`config.mk`:
```
export PLATFORM = sky130hd
export DESIGN_NAME = max_flow_bfs_augmenting
export DESIGN_NICKNAME = d
export VERILOG_FILES = /design/src/hdl/mfbfs_pkg.sv /design/src/hdl/mfbfs_ram.sv /design/src/hdl/mfbfs_ctrl.sv /design/src/hdl/mfbfs_dp.sv /design/src/hdl/max_flow_bfs_augmenting.sv
export VERILOG_INCLUDE_DIRS = /design/src /design/src/hdl
export SDC_FILE = /design/constraint.sdc
export NUM_CORES = 2
export LEC_CHECK = 0
export ABC_AREA = 1
export BUFFER_PORTS_ARGS = -buffer_cell sky130_fd_sc_hd__buf_4
export CAP_MARGIN = 10
export CORE_MARGIN = 5
export CORE_UTILIZATION = 50
export CTS_BUF_LIST = sky130_fd_sc_hd__clkbuf_2
export CTS_CLUSTER_DIAMETER = 30
export DETAILED_ROUTE_END_ITERATION = 6
export HOLD_SLACK_MARGIN = 0.05
export PLACE_DENSITY = 0.68
export SYNTH_ARGS = -nofsm -noshare
export SYNTH_HDL_FRONTEND = slang
export SYNTH_SLANG_ARGS = --single-unit
```
`constraint.sdc`:
```
create_clock -name clk -period 7.5 [get_ports clk]
set_input_delay 0 -clock clk [delete_from_list [all_inputs] [get_ports clk]]
set_output_delay 0 -clock clk [all_outputs]
set_load 0.02 [all_outputs]
```
`src/hdl/max_flow_bfs_augmenting_macros.svh`:
```
// Assertion macros shared by the max-flow block
`ifndef MAX_FLOW_BFS_AUGMENTING_MACROS_SVH
`define MAX_FLOW_BFS_AUGMENTING_MACROS_SVH
`ifndef SYNTHESIS
`define MF_ASSERT(label, clk, rst_n, prop, msg) \
  label: assert property (@(posedge clk) disable iff (!rst_n) prop) else $error(msg);
`define MF_ASSERT_NORST(label, clk, prop, msg) \
  label: assert property (@(posedge clk) prop) else $error(msg);
`else
`define MF_ASSERT(label, clk, rst_n, prop, msg)
`define MF_ASSERT_NORST(label, clk, prop, msg)
`endif
`endif

```
`src/hdl/mfbfs_pkg.sv`:
```
// Types and constants shared by the max-flow controller and datapath
package mfbfs_pkg;
  localparam int NUM_VERTICES = 8;
  localparam int CAP_BITS = 16;
  localparam int VTX_W = 3;
  localparam int IN_CAP_W = 16;
  localparam int FLOW_W = 19;

  typedef enum logic [3:0] {
    ST_LOAD, ST_CLEAR, ST_COPY, ST_BFS_INIT, ST_BFS_POP, ST_BFS_SCAN,
    ST_NECK, ST_AUG_FWD, ST_AUG_REV, ST_DONE, ST_OUT
  } mf_state_t;

  localparam logic CFG_SOURCE = 1'b0;
  localparam logic CFG_SINK   = 1'b1;

  typedef struct packed {
    logic clear_step;  // advance clear sweep of capacity store
    logic copy_step;   // advance copy sweep
    logic bfs_init;
    logic bfs_pop;
    logic bfs_scan;
    logic neck_step;
    logic aug_fwd;
    logic aug_rev;
    logic flow_clear;
    logic out_load;
  } mf_cmd_t;

  typedef struct packed {
    logic sweep_done;
    logic queue_empty;
    logic scan_hit_sink;
    logic scan_done;
    logic walk_done;
    logic step_odd;    // second phase of a read step, when the read data is valid
    logic trivial;
  } mf_status_t;
endpackage

```
`src/hdl/mfbfs_ram.sv`:
```
// Generic single-port-write, one-read RAM with registered read data
module mfbfs_ram #(
  parameter int WIDTH = 16,
  parameter int DEPTH = 64
) (
  input  logic                     clk,
  input  logic                     we,
  input  logic [$clog2(DEPTH)-1:0] waddr,
  input  logic [WIDTH-1:0]         wdata,
  input  logic [$clog2(DEPTH)-1:0] raddr,
  output logic [WIDTH-1:0]         rdata
);
  logic [WIDTH-1:0] mem [DEPTH];

  always_ff @(posedge clk) begin
    if (we) begin
      mem[waddr] <= wdata;
    end
    rdata <= mem[raddr];
  end
endmodule

```
`src/hdl/mfbfs_ctrl.sv`:
```
// Controller state machine of the max-flow block
`include "max_flow_bfs_augmenting_macros.svh"
module mfbfs_ctrl
  import mfbfs_pkg::*;
(
  input  logic       clk,
  input  logic       rst_n,
  input  logic       start,
  input  logic       out_taken,
  input  mf_status_t sts,
  output mf_cmd_t    cmd,
  output logic       loading,
  output logic       out_valid
);
  mf_state_t state_r, state_nxt;

  always_ff @(posedge clk) begin
    if (!rst_n) begin
      state_r <= ST_CLEAR;
    end else begin
      state_r <= state_nxt;
    end
  end

  always_comb begin
    state_nxt = state_r;
    case (state_r)
      ST_LOAD:     if (start) state_nxt = ST_COPY;
      ST_CLEAR:    if (sts.sweep_done) state_nxt = ST_LOAD;
      ST_COPY: begin
        if (sts.trivial) state_nxt = ST_DONE;
        else if (sts.sweep_done) state_nxt = ST_BFS_INIT;
      end
      ST_BFS_INIT: state_nxt = ST_BFS_POP;
      ST_BFS_POP:  state_nxt = sts.queue_empty ? ST_DONE : ST_BFS_SCAN;
      ST_BFS_SCAN: begin
        if (sts.scan_hit_sink) state_nxt = ST_NECK;
        else if (sts.scan_done) state_nxt = ST_BFS_POP;
      end
      ST_NECK:     if (sts.walk_done) state_nxt = ST_AUG_FWD;
      ST_AUG_FWD:  if (sts.step_odd) state_nxt = ST_AUG_REV;
      ST_AUG_REV:  if (sts.step_odd) state_nxt = sts.walk_done ? ST_BFS_INIT : ST_AUG_FWD;
      ST_DONE:     state_nxt = ST_OUT;
      ST_OUT:      if (out_taken) state_nxt = ST_CLEAR;
      default:     state_nxt = ST_CLEAR;
    endcase
  end

  always_comb begin
    cmd = '0;
    loading = 1'b0;
    out_valid = 1'b0;
    case (state_r)
      ST_LOAD:     loading = 1'b1;
      ST_CLEAR:    cmd.clear_step = 1'b1;
      ST_COPY:     cmd.copy_step = 1'b1;
      ST_BFS_INIT: cmd.bfs_init = 1'b1;
      ST_BFS_POP:  cmd.bfs_pop = 1'b1;
      ST_BFS_SCAN: cmd.bfs_scan = 1'b1;
      ST_NECK:     cmd.neck_step = 1'b1;
      ST_AUG_FWD:  cmd.aug_fwd = 1'b1;
      ST_AUG_REV:  cmd.aug_rev = 1'b1;
      ST_DONE:     cmd.out_load = 1'b1;
      ST_OUT: begin
        out_valid = 1'b1;
        cmd.flow_clear = out_taken;
      end
      default:     cmd = '0;
    endcase
  end

  `MF_ASSERT(a_start_only_loading, clk, rst_n, start |-> state_r == ST_LOAD, "start outside load")
  `MF_ASSERT(a_out_holds, clk, rst_n, (out_valid && !out_taken) |=> out_valid, "result dropped")
  `MF_ASSERT(a_done_to_out, clk, rst_n, state_r == ST_DONE |=> out_valid, "result not shown")
endmodule

```
`src/hdl/mfbfs_dp.sv`:
```
// Datapath of the max-flow block: stores, queue, search and augment logic
module mfbfs_dp
  import mfbfs_pkg::*;
(
  input  logic                clk,
  input  logic                rst_n,
  input  mf_cmd_t             cmd,
  input  logic                load_we,
  input  logic [VTX_W-1:0]    load_from,
  input  logic [VTX_W-1:0]    load_to,
  input  logic [IN_CAP_W-1:0] load_cap,
  input  logic [VTX_W-1:0]    src_v,
  input  logic [VTX_W-1:0]    snk_v,
  output mf_status_t          sts,
  output logic [FLOW_W-1:0]   flow_out
);
  localparam int NV = NUM_VERTICES;
  localparam int CB = CAP_BITS;
  localparam int VB = (NV > 1) ? $clog2(NV) : 1;
  localparam int AB = 2 * VB;
  localparam int DEPTH = NV * NV;
  localparam int RB = CB + 1;
  localparam int FTW = CB + VB + 2;

  // sweep counter over all entries, one wider to hold the depth
  logic [AB:0] sw_r, sw_nxt;
  logic        sw_pend_r;
  // bfs state
  logic [NV-1:0]  vis_r;
  logic [VB-1:0]  par_r [NV];
  logic [VB-1:0]  q_r   [NV];
  logic [VB:0]    qh_r, qt_r;
  logic [VB-1:0]  u_r;
  logic [VB:0]    w_r;
  logic           rd_ok_r;
  logic [VB-1:0]  walk_r;
  logic [RB-1:0]  neck_r;
  logic [FTW-1:0] flow_r;
  logic [FLOW_W-1:0] out_r;
  logic           phase_r;

  logic [VB-1:0] src, snk;
  assign src = VB'(src_v);
  assign snk = VB'(snk_v);
  logic bad;
  assign bad = (32'(src_v) >= NV) || (32'(snk_v) >= NV) || (src_v == snk_v);

  // capacity store
  logic          c_we;
  logic [AB-1:0] c_wa, c_ra;
  logic [CB-1:0] c_wd, c_rd;
  // residual store
  logic          r_we;
  logic [AB-1:0] r_wa, r_ra;
  logic [RB-1:0] r_wd, r_rd;

  mfbfs_ram #(.WIDTH(CB), .DEPTH(DEPTH)) u_cap (
    .clk(clk), .we(c_we), .waddr(c_wa), .wdata(c_wd), .raddr(c_ra), .rdata(c_rd)
  );
  mfbfs_ram #(.WIDTH(RB), .DEPTH(DEPTH)) u_res (
    .clk(clk), .we(r_we), .waddr(r_wa), .wdata(r_wd), .raddr(r_ra), .rdata(r_rd)
  );

  logic [VB-1:0] pw, w_lo;
  assign pw = par_r[walk_r];
  assign w_lo = w_r[VB-1:0];

  always_comb begin
    c_we = 1'b0; c_wa = '0; c_wd = '0;
    r_we = 1'b0; r_wa = '0; r_wd = '0;
    c_ra = sw_r[AB-1:0];
    r_ra = {u_r, w_lo};
    if (load_we) begin
      c_we = 1'b1; c_wa = {load_from[VB-1:0], load_to[VB-1:0]}; c_wd = load_cap[CB-1:0];
    end else if (cmd.clear_step) begin
      c_we = !sw_r[AB]; c_wa = sw_r[AB-1:0];
    end
    if (cmd.copy_step) begin
      r_we = sw_pend_r; r_wa = sw_nxt[AB-1:0] - AB'(1); r_wd = {1'b0, c_rd};
      c_ra = sw_r[AB-1:0];
    end
    if (cmd.neck_step) r_ra = {pw, walk_r};
    if (cmd.aug_fwd) begin
      r_ra = {walk_r, pw};
      if (phase_r) begin
        r_we = 1'b1; r_wa = {pw, walk_r}; r_wd = r_rd - neck_r;
      end else r_ra = {pw, walk_r};
    end
    if (cmd.aug_rev) begin
      r_we = phase_r; r_wa = {walk_r, pw}; r_wd = r_rd + neck_r;
      r_ra = {walk_r, pw};
    end
  end

  assign sw_nxt = sw_r;

  logic hit;
  assign hit = rd_ok_r && !vis_r[w_lo] && (r_rd != '0) && !w_r[VB];

  always_ff @(posedge clk) begin
    if (!rst_n) begin
      sw_r <= '0; sw_pend_r <= 1'b0; vis_r <= '0; flow_r <= '0;
      qh_r <= '0; qt_r <= '0; rd_ok_r <= 1'b0; phase_r <= 1'b0;
    end else begin
      if (cmd.clear_step) sw_r <= sw_r[AB] ? '0 : sw_r + 1'b1;
      // hold the sweep at zero when no search follows
      if (cmd.copy_step && !bad) begin
        sw_pend_r <= !sw_r[AB];
        sw_r <= sw_r[AB] ? '0 : sw_r + 1'b1;
      end
      if (cmd.bfs_init) begin
        vis_r <= NV'(1) << src; par_r[src] <= src;
        q_r[0] <= src; qh_r <= '0; qt_r <= (VB+1)'(1);
      end
      if (cmd.bfs_pop && qh_r != qt_r) begin
        u_r <= q_r[qh_r[VB-1:0]]; qh_r <= qh_r + 1'b1;
        w_r <= '0; rd_ok_r <= 1'b0;
      end
      if (cmd.bfs_scan) begin
        // address w_r issued; the RAM returns its data in the next cycle
        if (!rd_ok_r) begin
          rd_ok_r <= 1'b1;
        end else begin
          if (hit) begin
            par_r[w_lo] <= u_r;
            vis_r[w_lo] <= 1'b1;
            if (32'(qt_r) < NV) begin
              q_r[qt_r[VB-1:0]] <= w_lo; qt_r <= qt_r + 1'b1;
            end
          end
          rd_ok_r <= 1'b0;
          w_r <= w_r + 1'b1;
          if (hit && w_lo == snk) begin
            walk_r <= snk; neck_r <= '1; phase_r <= 1'b0;
          end
        end
      end
      if (cmd.neck_step) begin
        phase_r <= !phase_r;
        if (phase_r) begin
          if (r_rd < neck_r) neck_r <= r_rd;
          if (pw == src) walk_r <= snk;
          else walk_r <= pw;
        end
      end
      if (cmd.aug_fwd) phase_r <= !phase_r;
      if (cmd.aug_rev) begin
        if (phase_r) begin
          phase_r <= 1'b0;
          walk_r <= pw;
          if (pw == src) flow_r <= flow_r + FTW'(neck_r);
        end
        else phase_r <= 1'b1;
      end
      if (cmd.flow_clear) flow_r <= '0;
    end
  end

  always_ff @(posedge clk) begin
    if (cmd.out_load) out_r <= bad ? '0 : flow_r[FLOW_W-1:0];
  end
  assign flow_out = out_r;

  always_comb begin
    sts = '0;
    sts.sweep_done = sw_r[AB] && (cmd.clear_step || sw_pend_r);
    sts.queue_empty = (qh_r == qt_r);
    sts.scan_hit_sink = rd_ok_r && hit && (w_lo == snk);
    sts.scan_done = rd_ok_r && (w_lo == VB'(NV - 1) || w_r[VB]);
    sts.walk_done = phase_r && (pw == src);
    sts.step_odd = phase_r;
    sts.trivial = bad;
  end
endmodule

```
`src/hdl/max_flow_bfs_augmenting.sv`:
```
// Top level of the breadth-first augmenting-path max-flow block
// Edge words are taken one per cycle while the block is loading; a word that
// names a vertex beyond the graph is dropped, though its last_entry flag still
// starts the search. The word with last_entry set is stored, then the capacity
// store is copied to the residual store and searches repeat: each search is
// started, takes vertices from the queue and scans their neighbours (the scan
// stops at the sink), and for a found path walks its edges for the bottleneck
// and then updates them, all bounded by the single residual RAM port.
// After the last search fails, the result word is loaded, then offered and
// held until taken. After the result word is taken, and after reset, the
// capacity store is cleared by a sweep during which no word is accepted. A
// source or sink equal or out of range skips the search and gives a result of 0.
module max_flow_bfs_augmenting
  import mfbfs_pkg::*;
(
  input  logic                clk,
  input  logic                rst_n,
  input  logic                in_valid,
  output logic                in_stall,
  input  logic [VTX_W-1:0]    in_from_vertex,
  input  logic [VTX_W-1:0]    in_to_vertex,
  input  logic [IN_CAP_W-1:0] in_edge_capacity,
  input  logic                in_last_entry,
  output logic                out_valid,
  input  logic                out_stall,
  output logic [FLOW_W-1:0]   out_net_flow,
  input  logic                cfg_valid,
  output logic                cfg_ready,
  input  logic                cfg_index,
  input  logic [VTX_W-1:0]    cfg_data
);
  logic [VTX_W-1:0] src_r, snk_r;
  mf_cmd_t cmd;
  mf_status_t sts;
  logic loading, acc;

  assign cfg_ready = 1'b1;
  always_ff @(posedge clk) begin
    if (!rst_n) begin
      src_r <= '0;
      snk_r <= 3'd7;
    end else if (cfg_valid) begin
      case (cfg_index)
        CFG_SOURCE: src_r <= cfg_data;
        CFG_SINK:   snk_r <= cfg_data;
        default:    src_r <= src_r;
      endcase
    end
  end

  assign in_stall = !loading;
  assign acc = in_valid && loading;

  // drop loads naming a vertex beyond the graph
  logic in_rng;
  assign in_rng = (32'(in_from_vertex) < NUM_VERTICES) && (32'(in_to_vertex) < NUM_VERTICES);

  mfbfs_ctrl u_ctrl (
    .clk(clk), .rst_n(rst_n), .start(acc && in_last_entry),
    .out_taken(out_valid && !out_stall), .sts(sts), .cmd(cmd),
    .loading(loading), .out_valid(out_valid)
  );

  mfbfs_dp u_dp (
    .clk(clk), .rst_n(rst_n), .cmd(cmd), .load_we(acc && in_rng),
    .load_from(in_from_vertex), .load_to(in_to_vertex),
    .load_cap(in_edge_capacity), .src_v(src_r), .snk_v(snk_r),
    .sts(sts), .flow_out(out_net_flow)
  );
endmodule

```
==> impl_metrics.json <==
{
  "htreeDepth": 6,
  "ant_nets": 0,
  "grt_pass1_vias": 66790,
  "synth_cell_types": 57,
  "wl_per_cell_um": 22.40,
  "fin_nets": 9190,
  "antenna_found_initial": 6,
  "synth-edff-count": 2206,
  "routabilityCongestion": 0.9026,
  "slew_headroom": 0.1702,
  "startpoint_type": "flop",
  "p_per_area_nw_per_um2": 293.5,
  "synthArstFlopShare": 0,
  "std_cell_rows": 163,
  "die_area_sq_um": 206100,
  "yosysWarnings": 0,
  "fin_tns_setup_ns": 0,
  "dpl.hpwl_um": 147900,
  "synth.top_cell.area_share": 0.6723,
  "fin_crit_sh": 0.8084,
  "numCtsBuffers": 596,
  "endpoint_kind": "flop",
  "cts_tree": "yes",
  "status": "complete, no violations",
  "synth_common_cells": "edfxtp_1 (2206), nand3_1 (1265), nand2_1 (1138), nor2_1 (838), inv_1 (801)",
  "wl_um": 271700,
  "yosys-top-cells-area": "edfxtp_1 (67%), nand3_1 (6.4%), nand2_1 (4.3%), o21ai_0 (3.4%), nor2_1 (3.2%)",
  "drv_cap": 0,
  "synth_most_common_cell": "edfxtp_1",
  "vias": 69880,
  "hold_class": "input port to flop",
  "max_freq_mhz": 164.9,
  "clk_root_buffer_cell": "clkbuf_2",
  "avgSynthCellArea_sq_um": 11.37,
  "ios": 54,
  "drcViolationCount": 0,
  "ys_seq_elements": 2297,
  "crit_type": "flop to flop",
  "synth_cells": 8668,
  "die_w_um": 453.9,
  "worst-path-max-fanout": 112,
  "fin_crit_ns": 6.063,
  "port_buffers": 52,
  "drive_above_1_share": 0.1306,
  "grt.total_usage": 0.2565,
  "initial_core_util": 0.5012,
  "cts_sinks": 2297,
  "grt_pass1_wl_um": 405500,
  "rsz0062_at_grt": "false",
  "skew_ns": 0.2232,
  "core_sq_um": 196600,
  "required_ns": 9.02,
  "cp.arrival_ns": 7.58,
  "gr-total-overflow": 0,
  "drt-initial-drc-count": 8462,
  "grt_max_degree": 203,
  "syn_area_sq_um": 98540,
  "ctsResizeCount": 0,
  "placed_cells": 11030,
  "max-vdd-ir-drop_mv": 0.3273,
  "final_cells": 12130,
  "first_pass_iters": 7,
  "leakage_uw": 0.04088,
  "area_growth_pct": 9.915,
  "cts_setup_buffers": 0,
  "clk_pin_slew_worst_paths_ns": 0.11,
  "final_max_slew_viol_count": 0,
  "clock_path_buffers": 4,
  "synthesis.nets": 8759,
  "vias_per_cell": 5.760,
  "yosys_most_used_dff": "edfxtp_1",
  "worst_pin_slew_ns": 1.245,
  "dieHeight_um": 453.9,
  "yosys.area.top_type": "edfxtp_1",
  "hold_violations": 0,
  "ys_seq_area_frac": 0.6907,
  "insertion_delay_ns": 1.88,
  "setup_viol": 0
}
cells in the final DEF (no fill, tap or decap), types with 10 or more instances in the layout:
cell type	count
buf_4	252
nand4_1	55
o22ai_1	258
a211oi_1	14
nor2_4	21
o211ai_1	12
clkinv_1	100
a41oi_1	11
clkinv_2	31
dfxtp_1	89
nor2_1	811
nor2_2	13
a31oi_1	18
a221oi_1	11
inv_2	17
ha_1	56
a21oi_1	129
nand3b_1	404
nand2_1	1133
dlygate4sd3_1	108
o21ai_0	666
xnor2_1	10
buf_12	15
nor3_1	18
bufinv_16	14
edfxtp_1	2206
inv_1	799
xor2_1	27
clkbuf_2	827
nand3_1	1256
worst paths after layout:
check	from	to	slack, ns	cells after the start
worst min-delay path	in_from_vertex[2]	u_dp.u_cap.mem[58][5]	0.38	10
worst min register to register	u_dp.qh_r[2]	u_dp.qh_r[2]	0.50	1
worst max register to register	u_dp.sw_nxt[0]	u_dp.u_cap.mem[46][6]	1.44	11
worst max-delay path	u_dp.sw_nxt[0]	u_dp.u_cap.mem[46][6]	1.44	11
per-stage QoR:
step	hold slack, ns	util	worst slack [ns]	total power [uW]	area (sq um)
after global routing	0.2214	0.5509	1.111	33330	108300
after detailed placement	0.2370	0.5190	2.725	23390	102000
after global placement	0.2296	0.5190	2.724	23240	102000
after floorplan	0.1125	-	1.197	20510	98540
final	0.3787	0.5509	1.437	31790	108300
after CTS	0.06634	0.5508	1.557	31770	108300
worst max-delay path, cell delays in order (launching register included):
cell and delay [ns]:
dfxtp_4 0.61, inv_8 0.58, buf_4 0.70, o21ai_0 0.25, nor2_1 0.27, nand3_1 0.13, dlygate4sd3_1 0.59, dlygate4sd3_1 0.63
nor2_1 0.16, dlygate4sd3_1 0.59, dlygate4sd3_1 0.81, buf_4 0.28
sequential cells by signal, indices dropped and copies added, names as in the netlist, 3 cells and up, named ones only:
signal and count:
snk_r 3, u_dp.u_res.rdata 17, u_dp.walk_r 3, u_dp.u_cap.mem 1024, u_ctrl.state_r 4, u_dp.qh_r 4
u_dp.flow_r 19, u_dp.u_res.mem 1088, u_dp.w_r 4, u_dp.u_cap.rdata 16, u_dp.par_r 24, u_dp.vis_r 8
u_dp.qt_r 4, u_dp.sw_nxt 7, u_dp.flow_out 19, u_dp.q_r 24, u_dp.u_r 3, src_r 3
u_dp.neck_r 17
per-layer routing:
layer	part of all wire	routed length (um)	GRT usage	vias to the layer above
met2	0.47	127300	0.4016	3676
met4	0.035	9426	0.1048	0
met1	0.40	108400	0.3519	33840
met3	0.098	26580	0.05463	558
met5	0	0	0	-
li1	-	-	-	31810
where the power goes:
part,switching (uW),internal [uW]
Combinational,6200,2140
Sequential,317,14700
Clock,4990,3430
Total,11500,20300
what timing repair did:
action | 4_1_cts | 5_1_grt
hold buffers | 109 | 0
endpoints found under the setup margin | 0 | 0
endpoints found under the hold margin | 2229 | 0
area by class of cell:
class | count | area (sq um)
clock buffers | 827 | 4139
repair buffers | 376 | 3281
well taps | 2640 | 3303
flip-flops and latches | 2297 | 68070
inverters | 813 | 3075
clock inverters | 157 | 1016
fillers | 16660 | 88290
multi-input cells | 5015 | 25410
diodes | 7 | 17.52
kinds of logic after synthesis:
kind of cell               Yosys count  synth area share
AOI/OAI and AO/OA                 1170           0.06585
xor gates and xnor gates            37          0.003289
adders and majority gates           59          0.007720
buffers and inverters             1356           0.05561
DFF                               2297            0.6907
other                                1        0.00003806
and+or+nand+nor                   3748            0.1767
(Power assumes the default switching activity.)
